$ cat config.mk
export PLATFORM = sky130hd
export DESIGN_NAME = circular_deque
export DESIGN_NICKNAME = d
export VERILOG_FILES = /design/src/rtl/cdq_pkg.sv /design/src/rtl/cdq_ring_ram.sv /design/src/rtl/cdq_ctrl.sv /design/src/rtl/circular_deque.sv
export SDC_FILE = /design/constraint.sdc
export NUM_CORES = 1
export LEC_CHECK = 0
export BUFFER_PORTS_ARGS = -buffer_cell sky130_fd_sc_hd__buf_4
export CORE_MARGIN = 4
export CORE_UTILIZATION = 30
export CTS_CLUSTER_DIAMETER = 100
export DETAILED_ROUTE_END_ITERATION = 6
export PLACE_DENSITY_LB_ADDON = 0.2
export SLEW_MARGIN = 0
export SYNTH_ARGS = -nofsm -noshare
export SYNTH_HDL_FRONTEND = slang
export SYNTH_SLANG_ARGS = --single-unit
export TNS_END_PERCENT = 100
$ cat constraint.sdc
create_clock -name clk -period 4.8 [get_ports clk]
set_clock_uncertainty 0.1 [all_clocks]
set_input_delay 1.2 -clock clk [delete_from_list [all_inputs] [get_ports clk]]
set_output_delay 1.2 -clock clk [all_outputs]
set_load 0.005 [all_outputs]
$ cat src/rtl/cdq_pkg.sv
// ----------------------------------------------------------------------------
// cdq_pkg: shared types and constants of the circular deque
// Opcode and status codes, ring geometry and the request word that the
// pointer control hands to the datapath.
// ----------------------------------------------------------------------------
package cdq_pkg;

	localparam int DEPTH      = 16;
	localparam int DATA_WIDTH = 32;
	localparam int IDX_W      = (DEPTH > 1) ? $clog2(DEPTH) : 1;

	localparam logic [IDX_W-1:0] LAST_IDX = IDX_W'(DEPTH - 1);

	typedef enum logic [2:0] {
		OP_PUSH_FRONT = 3'd0,
		OP_PUSH_REAR  = 3'd1,
		OP_POP_FRONT  = 3'd2,
		OP_POP_REAR   = 3'd3,
		OP_PEEK_FRONT = 3'd4,
		OP_PEEK_REAR  = 3'd5
	} op_t;

	typedef enum logic [1:0] {
		ST_OK        = 2'd0,
		ST_OVERFLOW  = 2'd1,
		ST_UNDERFLOW = 2'd2
	} status_t;

	typedef logic [IDX_W-1:0]      idx_t;
	typedef logic [DATA_WIDTH-1:0] word_t;

	// One accepted operation as seen by the ring memory and the result stage.
	typedef struct packed {
		logic    wr_en;
		idx_t    wr_addr;
		logic    rd_en;
		idx_t    rd_addr;
		status_t status;
	} ring_req_t;

	function automatic idx_t wrap_next(input idx_t i);
		return (i == LAST_IDX) ? '0 : idx_t'(i + 1'b1);
	endfunction

	function automatic idx_t wrap_prev(input idx_t i);
		return (i == '0) ? LAST_IDX : idx_t'(i - 1'b1);
	endfunction

	// The port carries 32 bits; the ring keeps DATA_WIDTH of them.
	function automatic word_t to_store(input logic [31:0] d);
		logic [63:0] w;
		w = {32'b0, d};
		return w[DATA_WIDTH-1:0];
	endfunction

	function automatic logic [31:0] from_store(input word_t x);
		logic [63:0] w;
		w = 64'(x);
		return w[31:0];
	endfunction

endpackage

$ cat src/rtl/cdq_ring_ram.sv
// ----------------------------------------------------------------------------
// cdq_ring_ram: single-port-write, single-port-read ring storage
// Synchronous memory with a registered read port.
// ----------------------------------------------------------------------------
module cdq_ring_ram #(
	parameter int Depth = 16,
	parameter int Width = 32,
	localparam int AddrW = (Depth > 1) ? $clog2(Depth) : 1
) (
	input  logic             clk,
	input  logic             wr_en,
	input  logic [AddrW-1:0] wr_addr,
	input  logic [Width-1:0] wr_data,
	input  logic             rd_en,
	input  logic [AddrW-1:0] rd_addr,
	output logic [Width-1:0] rd_data
);

	logic [Width-1:0] mem [Depth];
	logic [Width-1:0] rd_data_q;

	always_ff @(posedge clk) begin
		if (wr_en) begin
			mem[wr_addr] <= wr_data;
		end
	end

	always_ff @(posedge clk) begin
		if (rd_en) begin
			rd_data_q <= mem[rd_addr];
		end
	end

	assign rd_data = rd_data_q;

endmodule

$ cat src/rtl/cdq_ctrl.sv
// ----------------------------------------------------------------------------
// cdq_ctrl: front/rear pointer control of the circular deque
// Decodes each accepted operation, updates the pointers and the empty flag
// and issues the ring write or read it needs, together with its status.
// ----------------------------------------------------------------------------
module cdq_ctrl import cdq_pkg::*; (
	input  logic       clk,
	input  logic       arst_n,
	input  logic       accept,
	input  logic [2:0] opcode,
	output ring_req_t  req
);

	idx_t front_q, rear_q;
	logic empty_q;
	idx_t front_d, rear_d;
	logic empty_d;
	logic full;
	logic last_one;

	assign full     = !empty_q && (wrap_next(rear_q) == front_q);
	assign last_one = (front_q == rear_q);

	always_comb begin
		front_d     = front_q;
		rear_d      = rear_q;
		empty_d     = empty_q;
		req.wr_en   = 1'b0;
		req.wr_addr = '0;
		req.rd_en   = 1'b0;
		req.rd_addr = '0;
		req.status  = ST_OK;
		unique case (opcode) inside
			OP_PUSH_FRONT, OP_PUSH_REAR: begin
				if (full) begin
					req.status = ST_OVERFLOW;
				end else if (empty_q) begin
					empty_d   = 1'b0;
					front_d   = '0;
					rear_d    = '0;
					req.wr_en = accept;
				end else if (opcode == OP_PUSH_FRONT) begin
					front_d     = wrap_prev(front_q);
					req.wr_addr = front_d;
					req.wr_en   = accept;
				end else begin
					rear_d      = wrap_next(rear_q);
					req.wr_addr = rear_d;
					req.wr_en   = accept;
				end
			end
			OP_POP_FRONT, OP_POP_REAR: begin
				if (empty_q) begin
					req.status = ST_UNDERFLOW;
				end else if (last_one) begin
					empty_d = 1'b1;
					front_d = '0;
					rear_d  = '0;
				end else if (opcode == OP_POP_FRONT) begin
					front_d = wrap_next(front_q);
				end else begin
					rear_d = wrap_prev(rear_q);
				end
			end
			OP_PEEK_FRONT, OP_PEEK_REAR: begin
				if (empty_q) begin
					req.status = ST_UNDERFLOW;
				end else begin
					req.rd_en   = accept;
					req.rd_addr = (opcode == OP_PEEK_FRONT) ? front_q : rear_q;
				end
			end
			default: begin
			end
		endcase
	end

	always_ff @(posedge clk or negedge arst_n) begin
		if (!arst_n) begin
			front_q <= '0;
			rear_q  <= '0;
			empty_q <= 1'b1;
		end else if (accept) begin
			front_q <= front_d;
			rear_q  <= rear_d;
			empty_q <= empty_d;
		end
	end

	// An empty deque always parks both pointers at entry zero.
	a_empty_parks: assert property (@(posedge clk) disable iff (!arst_n)
		empty_q |-> (front_q == '0 && rear_q == '0))
		else $error("empty deque with pointers away from zero");

	// One operation touches the ring at most once.
	a_one_access: assert property (@(posedge clk) disable iff (!arst_n)
		!(req.wr_en && req.rd_en))
		else $error("ring write and read in the same operation");

	// A stored push leaves the deque non-empty.
	a_push_fills: assert property (@(posedge clk) disable iff (!arst_n)
		req.wr_en |=> !empty_q)
		else $error("deque empty after a push");

	// Overflow is only reported for pushes.
	a_ovf_push: assert property (@(posedge clk) disable iff (!arst_n)
		(req.status == ST_OVERFLOW) |->
			(opcode == OP_PUSH_FRONT || opcode == OP_PUSH_REAR))
		else $error("overflow on a non-push operation");

	// A full deque never grows.
	a_full_holds: assert property (@(posedge clk) disable iff (!arst_n)
		(accept && full && (opcode == OP_PUSH_FRONT || opcode == OP_PUSH_REAR))
			|=> ($stable(front_q) && $stable(rear_q)))
		else $error("pointers moved on a refused push");

endmodule

$ cat src/rtl/circular_deque.sv
// ----------------------------------------------------------------------------
// circular_deque: double-ended queue on a ring memory
// Top level: handshake, pointer control, ring memory and result register.
// ----------------------------------------------------------------------------
// Usage
//   Input channel (in_valid / in_stall) carries one operation word: an opcode
//   (push front, push rear, pop front, pop rear, peek front, peek rear) and
//   push_data. Every accepted word produces exactly one result word on the
//   output channel (out_valid / out_stall): read_data and status.
//   The result of an operation accepted at one edge is presented from the
//   next cycle on; the registered read port of the ring memory holds the
//   peeked word.
//   Throughput is one operation per cycle while out_stall is low. Pointer
//   updates and the ring write or read (if any) of each operation complete at
//   the accepting edge, so back-to-back operations never collide on an entry.
//   When the receiver stalls, the pending result stays in the result register
//   and in_stall is raised, so no further operation is taken until the
//   result is removed; a result taken in the same cycle frees the slot at once.
//   Reset (arst_n low) empties the deque and clears both pointers and the
//   output valid flag. Ring contents are not cleared; only live entries can
//   ever be peeked.
//   A push to a full deque reports overflow and changes nothing. A pop or
//   peek on an empty deque reports underflow with read_data zero.
// ----------------------------------------------------------------------------
module circular_deque import cdq_pkg::*; (
	input  logic        clk,
	input  logic        arst_n,
	input  logic        in_valid,
	output logic        in_stall,
	input  logic [2:0]  opcode,
	input  logic [31:0] push_data,
	output logic        out_valid,
	input  logic        out_stall,
	output logic [31:0] read_data,
	output logic [1:0]  status
);

	ring_req_t req;
	logic      accept;
	word_t     ring_rd_data;

	logic      out_valid_q;
	status_t   status_q;
	logic      peek_ok_q;

	// The result register is the only buffer: a new word can enter whenever
	// the slot is empty or its occupant leaves at this edge.
	assign in_stall = out_valid_q && out_stall;
	assign accept   = in_valid && !in_stall;

	cdq_ctrl u_ctrl (
		.clk    (clk),
		.arst_n (arst_n),
		.accept (accept),
		.opcode (opcode),
		.req    (req)
	);

	cdq_ring_ram #(
		.Depth (DEPTH),
		.Width (DATA_WIDTH)
	) u_ring (
		.clk     (clk),
		.wr_en   (req.wr_en),
		.wr_addr (req.wr_addr),
		.wr_data (to_store(push_data)),
		.rd_en   (req.rd_en),
		.rd_addr (req.rd_addr),
		.rd_data (ring_rd_data)
	);

	always_ff @(posedge clk or negedge arst_n) begin
		if (!arst_n) begin
			out_valid_q <= 1'b0;
		end else if (accept) begin
			out_valid_q <= 1'b1;
		end else if (!out_stall) begin
			out_valid_q <= 1'b0;
		end
	end

	// Status and the peek flag travel alongside the memory's read register;
	// the memory only reloads on a successful peek, so the flag selects it.
	always_ff @(posedge clk) begin
		if (accept) begin
			status_q  <= req.status;
			peek_ok_q <= req.rd_en;
		end
	end

	assign out_valid = out_valid_q;
	assign status    = status_q;
	assign read_data = peek_ok_q ? from_store(ring_rd_data) : 32'd0;

endmodule
==> results_dict.tcl, run 1 <==
set metrics [dict create \
    routed_wl_mm 59.4 \
    drtPass1Iterations 5 \
    die_w_um 280 \
    syn2layout_area_growth_pct 16.9 \
    avgSynthCellArea_um2 16.4 \
    ios 75 \
    cts-root-buf "clkbuf_16" \
    cts-buffers-inserted 58 \
    ff2ff_setup_slack_ps 730 \
    ys_seq_elements 557 \
    maxSlewHeadroom_pct 19.2 \
    hold_buffers 0 \
    final_common_cell "edfxtp_1" \
    gp_congestion 0.745 \
    worstReg2RegStart "u_ctrl.front_q[0]" \
    final_area_um2 25900 \
    synthCells 1354 \
    required_ps 4950 \
    fp.dieH_um 280 \
    grt.overflow.total 0 \
    synth_cell_type_count 58 \
    grt_util_met2_pct 23.8 \
    post_cts.repair.setup_buffers 0 \
    grt_setup_unrepaired "no" \
    post_cts_resized 0 \
    wl_per_cell_um 24.2 \
    vias 12500 \
    syn_nets 1398 \
    fin_crit_sh_pct 84.7 \
    timing.final.setup_violations 0 \
    dieArea_um2 78200 \
    rows 99 \
    antenna_found_initial 1 \
    hp-class "input port to async pin" \
    path_max_fanout 32 \
    place_area_um2 24100 \
    synth_edf_count 547 \
    pre_cts_ws_ps 589 \
    diodes 0 \
    layout-drive-gt1-share_pct 18.0 \
    r2r_cells 8 \
    drc 0 \
    cp-start-kind "register" \
    grt_use_total_pct 15.0 \
    worst-endpoint-arrival_ps 4220 \
    start_util_pct 30.3 \
    clkTransAtPathRegs_ps 60 \
    hold_viol 0 \
    fin_nets 1489 \
    io_buffer_count 74 \
    grt_pass1_wl_mm 87.5 \
    cts_max_level 2 \
    clock.fmax_ghz 0.246 \
    met3_usage_pct 2.34 \
    reg2reg_to "u_ring.mem[10][15]" \
    ys.flop_type "edfxtp_1" \
    cts_tree "built" \
    leakage_uw 0.00861 \
    grt_max_degree 132 \
    setup_tns_ps 0 \
    final_cell_mix "547 x edfxtp_1, 129 x o22ai_1, 118 x nand2_1, 118 x buf_4, 66 x mux2i_1" \
    drv_cap 0 \
    hpwlAfterDp_mm 33.0 \
    synthArstFlopShare_pct 1.80 \
    clk-insertion-delay-late_ps 630 \
    grt.busiest_layer "met2" \
    worstSetupPathType "register to register" \
    clock_path_buffers 3 \
    cts.sinks 557 \
    vias_per_cell 5.09 \
    yosys_warnings 0 \
    first_iter_violations 1104 \
    syn_area_um2 22100 \
    ys_seq_area_share_pct 75.3 \
    status "finished clean" \
    ir_drop_mv 0.291 \
    grt_use_met1_pct 21.4 \
    fin_ws_ps 735 \
    tightest_slew_ps 1210 \
    power_density_nw_per_um2 477 \
    maxSlewViolCount 0 \
    period_minus_slack_ps 4070 \
    endpoint_kind "register" \
    postRouteAntennaNets 0 \
    grt_pass1_vias 12600 \
    core_area_um2 73100 \
]
## where the power goes
| group | leakage, uW | total (uW) | switching [uW] | internal, uW |
|---|---|---|---|---|
| clock network | 0.000868 | 4290 | 1850 | 2440 |
| registers | 0.00504 | 5630 | 136 | 5500 |
| logic | 0.00270 | 2420 | 1570 | 847 |
## cell type report
type | instances | area [um2]
fillers | 6911 | 47200
flip-flops and latches | 557 | 16700
multi-input cells | 692 | 5130
clock buffers | 76 | 1520
well taps | 959 | 1200
repair buffers | 125 | 1030
clock inverters | 29 | 288
inverters | 11 | 41.3
## Yosys cell counts, types with 2 or more instances
cell / n / share of area (%)
o21ai_0: 7 / 0.16
o31ai_1: 3 / 0.10
buf_2: 22 / 0.50
mux2_2: 4 / 0.20
nor2b_1: 5 / 0.14
o22ai_1: 129 / 3.6
inv_1: 11 / 0.19
o221ai_1: 2 / 0.079
nand2b_1: 6 / 0.17
a221o_1: 31 / 1.4
a221oi_2: 29 / 2.0
clkbuf_1: 50 / 0.85
a221oi_1: 2 / 0.079
ha_1: 5 / 0.28
nand3_1: 36 / 0.81
mux2_1: 35 / 1.8
nand4_1: 3 / 0.085
xor2_1: 5 / 0.20
nor2_1: 17 / 0.29
nand2_1: 120 / 2.0
mux2i_1: 67 / 3.0
dfrtp_1: 9 / 1.0
nor2_2: 2 / 0.056
nor3_1: 11 / 0.25
a311o_1: 31 / 1.4
nor3_2: 2 / 0.090
o21ai_1: 34 / 0.77
buf_4: 3 / 0.10
a21oi_1: 41 / 0.93
xnor2_1: 7 / 0.28
a22oi_1: 2 / 0.068
edfxtp_1: 547 / 74
buf_6: 11 / 0.56
a31oi_1: 2 / 0.056
and2_1: 33 / 0.93
buf_1: 8 / 0.14
## critical path: stages (launching register included)
cell	delay [ps]
dfrtp_1	520
inv_1	260
ha_1	350
o21ba_2	210
o31a_1	270
mux2i_1	640
nand4_1	540
nor2_4	210
buf_4	560
## worst max-delay path by stage
stage	startpoint	end	slack, ps	cells after the start
final	u_ctrl.front_q[0]	u_ring.mem[10][15]	730	8
after global routing	u_ctrl.front_q[0]	u_ring.mem[10][8]	560	8
after CTS	u_ctrl.front_q[0]	u_ring.mem[10][1]	730	8
after detailed placement	opcode[0]	u_ring.rd_data[3]	590	7
after global placement	opcode[0]	u_ring.rd_data[4]	610	7
after floorplan	opcode[1]	u_ring.mem[1][0]	-210	5
## flip-flops by register name, indices dropped and copies added (netlist names)
signal / cells
out_valid: 1
peek_ok_q: 1
status: 2
u_ctrl.empty_q: 1
u_ctrl.front_q: 4
u_ctrl.rear_q: 4
u_ring.mem: 512
u_ring.rd_data: 32
## metal layers
layer  vias to the layer above  wire length [um]
met4                         0              1530
met5                         -                 0
met1                      6404             27800
met2                       323             27400
li1                       5630                 -
met3                       100              2650
## metrics by stage
| step | cells | hold WS [ps] | utilization (%) | power, uW |
|---|---|---|---|---|
| floorplan | 1354 | 410 | - | 7320 |
| detailed placement | 2344 | 444 | 32.9 | 8180 |
| global placement | 2344 | 420 | 32.9 | 8180 |
| global route | 2449 | 288 | 35.4 | 12900 |
| CTS | 2449 | 276 | 35.4 | 12500 |
| finish | 2449 | 314 | 35.4 | 12300 |
## kinds of logic (layout without fill, tap and decap cells)
group	count (synthesis)	in the layout	synth area share [%]
AND/OR/NAND/NOR	245	245	5.36
flip-flops	557	557	75.3
adder cells (fa/ha/maj)	5	5	0.283
AO/OA/AOI/OAI	322	322	11.1
XOR/XNOR	12	12	0.475
buffers and inverters	105	241	2.33
multiplexers	108	108	5.18
(Power assumes the default switching activity.)
==> run 2: changes to the inputs <==
Clock period 4.8 ns to 4 ns, I/O delays scaled along.
==> run 2 against run 1 <==
Maximum frequency increased by 9.8%; first-iteration DRC count decreased by 20%; worst setup slack got worse by 440 ps; cell count increased by 0.49%.
==> results_dict.tcl, run 2 (synthesized netlist as in run 1, its figures left out) <==
set metrics [dict create \
    final_area_um2 26200 \
    layout-drive-gt1-share_pct 19.3 \
    final_common_cell "edfxtp_1" \
    reg2reg_to "u_ring.mem[2][13]" \
    ir_drop_mv 0.336 \
    grt_pass1_vias 12700 \
    grt.overflow.total 0 \
    power_density_nw_per_um2 572 \
    timing.final.setup_violations 0 \
    fp.dieH_um 280 \
    hold_buffers 0 \
    clkTransAtPathRegs_ps 60 \
    largest_reg_flops 512 \
    gp_congestion 0.761 \
    clock.fmax_ghz 0.270 \
    postRouteAntennaNets 0 \
    cts_tree "built" \
    drv_cap 0 \
    ios 75 \
    r2r_cells 8 \
    endpoint_kind "register" \
    die_w_um 280 \
    cts-root-buf "clkbuf_16" \
    rows 99 \
    clock_path_buffers 3 \
    grt_max_degree 98 \
    diodes 0 \
    maxSlewHeadroom_pct 20.1 \
    vias 12400 \
    cts.sinks 557 \
    fill_cells 6885 \
    period_minus_slack_ps 3700 \
    tightest_slew_ps 1200 \
    status "finished clean" \
    worst-endpoint-arrival_ps 3900 \
    wl_per_cell_um 23.2 \
    hold_viol 0 \
    start_util_pct 30.3 \
    final_core_util_pct 35.8 \
    syn2layout_area_growth_pct 18.1 \
    hold_ws_ps 103 \
    post_cts_resized 0 \
    io_buffer_count 74 \
    vias_per_cell 5.05 \
    top_register "u_ring.mem" \
    worstReg2RegStart "u_ctrl.rear_q[0]" \
    dieArea_um2 78200 \
    grt_setup_unrepaired "no" \
    drc 0 \
    final_cell_mix "547 x edfxtp_1, 129 x o22ai_1, 118 x nand2_1" \
    grt_pass1_wl_mm 84.9 \
    clk-insertion-delay-late_ps 620 \
    cp-start-kind "register" \
    post_cts.repair.setup_buffers 0 \
    cts_max_level 2 \
    grt_use_total_pct 14.3 \
    leakage_uw 0.00872 \
    fin_crit_sh_pct 92.6 \
    maxSlewViolCount 0 \
    required_ps 4200 \
    hp-class "input port to async pin" \
    fin_nets 1500 \
    routed_wl_mm 57.0 \
    core_area_um2 73100 \
    place_area_um2 24300 \
    worstSetupPathType "register to register" \
    antenna_found_initial 0 \
    hpwlAfterDp_mm 33.0 \
    path_max_fanout 32 \
    cts-buffers-inserted 58 \
    first_iter_violations 886 \
    drtPass1Iterations 5 \
    ff2ff_setup_slack_ps 300 \
]
run 2: cell types whose count changed in the layout (fill, tap and decap cells not counted):
cell,delta
clkinvlp_4,+4
inv_6,+2
buf_12,+12
clkinv_2,+5
bufinv_16,+1
buf_4,-1
clkinv_8,-1
clkbuf_1,-10
run 2: critical path, cell delays in order (launching register included):
cell      delay, ps
dfrtp_1         570
ha_1            340
inv_1            60
a311oi_1        590
mux2i_1         430
nand2_1         350
nand3_1         390
nor2_4          230
buf_12          280
run 2: worst max path at each step:
| stage | depth (start not counted) | endpoint | start |
|---|---|---|---|
| floorplan | 5 | u_ring.mem[1][0] | opcode[1] |
| global placement | 7 | u_ring.rd_data[2] | opcode[0] |
| detailed placement | 7 | u_ring.rd_data[17] | opcode[2] |
| CTS | 8 | u_ring.mem[2][13] | u_ctrl.rear_q[0] |
| global route | 8 | u_ring.mem[2][13] | u_ctrl.rear_q[0] |
| finish | 8 | u_ring.mem[2][13] | u_ctrl.rear_q[0] |
run 2: area by class of cell:
cell class | instances | area (um2) | share of cell area, %
clock buffers | 66 | 1480 | 5.66
flip-flops and latches | 557 | 16700 | 63.8
well taps | 959 | 1200 | 4.59
inverters | 11 | 41.3 | 0.158
clock inverters | 40 | 374 | 1.43
multi-input cells | 692 | 5130 | 19.6
repair buffers | 136 | 1260 | 4.81
run 2: power breakdown:
part           total [uW]  internal (uW)  leakage [uW]  switching, uW
logic                2990           1110       0.00279           1880
registers            6740           6600       0.00504            145
clock network        5240           2990      0.000892           2260
total               15000          10700       0.00872           4290
run 2: through the flow:
step | instances | power (uW) | setup WS (ps) | TNS, ps
5_1_grt | 2461 | 15700 | 91.4 | 0
6_report | 2461 | 15000 | 296 | 0
3_5_place_dp | 2355 | 9890 | 251 | 0
3_3_place_gp | 2355 | 9870 | 317 | 0
4_1_cts | 2461 | 15200 | 330 | 0
2_1_floorplan | 1354 | 8790 | -811 | -207700
run 2: layer usage:
layer / wire length, um / vias up / GRT usage (%)
met5: 0 / - / 0
met4: 1170 / 0 / 3.61
met3: 2270 / 75 / 2.32
met2: 26800 / 251 / 23.2
met1: 26700 / 6439 / 20.2
li1: - / 5661 / -
==> run 3: changes to the inputs <==
==> constraint.sdc (replaced) <==
create_clock -name clk -period 3.28 [get_ports clk]
set_clock_uncertainty 0.1 [all_clocks]
set_input_delay 0.164 -clock clk [delete_from_list [all_inputs] [get_ports clk]]
set_output_delay 0.164 -clock clk [all_outputs]
set_load 0.005 [all_outputs]
==> run 3 against run 2 <==
Maximum frequency rose by 21%; non-clock buffer count rose by 52; sequential power rose by 22%; worst hold slack got worse by 2.7 ps; critical endpoint is now u_ring.mem[9][7].
==> results_dict.tcl, run 3 (synthesized netlist as in run 1, its figures left out) <==
set metrics [dict create \
    rows 99 \
    cts.sinks 557 \
    fin_crit_sh_pct 93.0 \
    cts_tree "built" \
    routed-wl-met3_mm 2.28 \
    postRouteAntennaNets 0 \
    maxSlewViolCount 0 \
    fp.dieH_um 280 \
    top_register "u_ring.mem" \
    cts-root-buf "clkbuf_16" \
    start_util_pct 30.3 \
    fin_nets 1554 \
    worst-endpoint-arrival_ps 3240 \
    cts_max_level 2 \
    fin_ws_ps 230 \
    clock.fmax_ghz 0.328 \
    path_max_fanout 15 \
    largest_reg_flops 512 \
    tightest_slew_ps 810 \
    maxSlewHeadroom_pct 46.0 \
    leakage_uw 0.00916 \
    wl_per_cell_um 23.4 \
    diodes 0 \
    clkTransAtPathRegs_ps 60 \
    clk-insertion-delay-late_ps 620 \
    hold_viol 0 \
    die_w_um 280 \
    met2_length_mm 29.5 \
    ir_drop_mv 0.429 \
    grt.overflow.total 0 \
    hp-class "input port to register" \
    drc 0 \
    layout-drive-gt1-share_pct 19.6 \
    power_density_nw_per_um2 697 \
    setup_tns_ps 0 \
    worstSetupPathType "register to register" \
    first_iter_violations 918 \
    gp_congestion 0.760 \
    period_minus_slack_ps 3050 \
    antenna_found_initial 0 \
    drv_cap 0 \
    routed.top_layer "met4" \
    dieArea_um2 78200 \
    pre_cts_ws_ps 190 \
    vias_per_cell 4.98 \
    status "finished clean" \
    hpwlAfterDp_mm 34.0 \
    grt_pass1_vias 12700 \
    final_common_cell "edfxtp_1" \
    cp-start-kind "register" \
    grt_use_total_pct 14.8 \
    io_buffer_count 74 \
    routed_wl_mm 58.8 \
    post_cts.repair.setup_buffers 0 \
    endpoint_kind "register" \
    grt_max_degree 49 \
    wl_met1_mm 25.9 \
    clock_path_buffers 3 \
    final_cell_mix "547 x edfxtp_1, 129 x o22ai_1, 116 x nand2_1" \
    grt_setup_unrepaired "no" \
    syn2layout_area_growth_pct 22.3 \
    vias 12500 \
    grt_pass1_wl_mm 86.8 \
    drtPass1Iterations 5 \
    core_area_um2 73100 \
    timing.final.setup_violations 0 \
    ios 75 \
    cts-buffers-inserted 60 \
    required_ps 3470 \
]
[run 3: changes by cell type in the layout (fill, tap and decap cells not counted), sizes merged]
cell,change
buf,+11
bufinv,+3
clkbuf,+5
clkinvlp,-3
dlygate4sd3,+41
[run 3: worst paths after layout]
check	slack (ps)	from	to	cells past startpoint
setup / recovery	230	u_ctrl.rear_q[1]	u_ring.mem[9][7]	9
min in group asynchronous	460	arst_n	u_ctrl.empty_q	3
setup reg to reg	230	u_ctrl.rear_q[1]	u_ring.mem[9][7]	9
hold / removal	100	out_stall	peek_ok_q	4
max in group asynchronous	1700	arst_n	u_ctrl.front_q[1]	4
hold reg to reg	530	u_ctrl.front_q[0]	u_ctrl.front_q[0]	2
[run 3: what timing repair did]
item | CTS | global route
setup endpoints to repair | 0 | 19
hold endpoints to repair | 534 | 0
hold buffers | 41 | 0
gates resized for setup | 0 | 1
[run 3: area by class of cell]
class	count	area, um2
fillers	6873	46000
inverters	11	41.3
clock inverters	40	414
well taps	959	1200
clock buffers	71	1540
flip-flops and latches	557	16700
repair buffers	188	1990
multi-input cells	692	5220
[run 3: power breakdown]
group	switching (uW)	internal, uW
clock	2780	3970
combinational	2440	1500
sequential	158	8040
total	5370	13500
[run 3: critical path, stage by stage (launching register included)]
cell and delay (ps):
dfrtp_1 500, ha_1 320, inv_1 100, a311oi_4 400, xor2_1 140, a31oi_1 220
buf_4 170, nand2_4 150, nor3_4 290, buf_4 320
[run 3: routing by layer]
layer | track usage, % | up-vias
li1 | - | 5766
met1 | 19.9 | 6446
met2 | 25.4 | 260
met3 | 2.10 | 75
met4 | 3.82 | 0
met5 | 0 | -
[run 3: stage by stage]
step,power (uW),area [um2],hold WS [ps],utilization [%],std cells
3_5_place_dp,12300,24700,-81.3,33.8,2366
2_1_floorplan,10800,22300,-232,-,1354
5_1_grt,19700,27100,147,37.1,2518
4_1_cts,19100,27100,75.4,37.0,2518
3_3_place_gp,12300,24700,-79.2,33.8,2366
6_report,18900,27100,100,37.1,2518
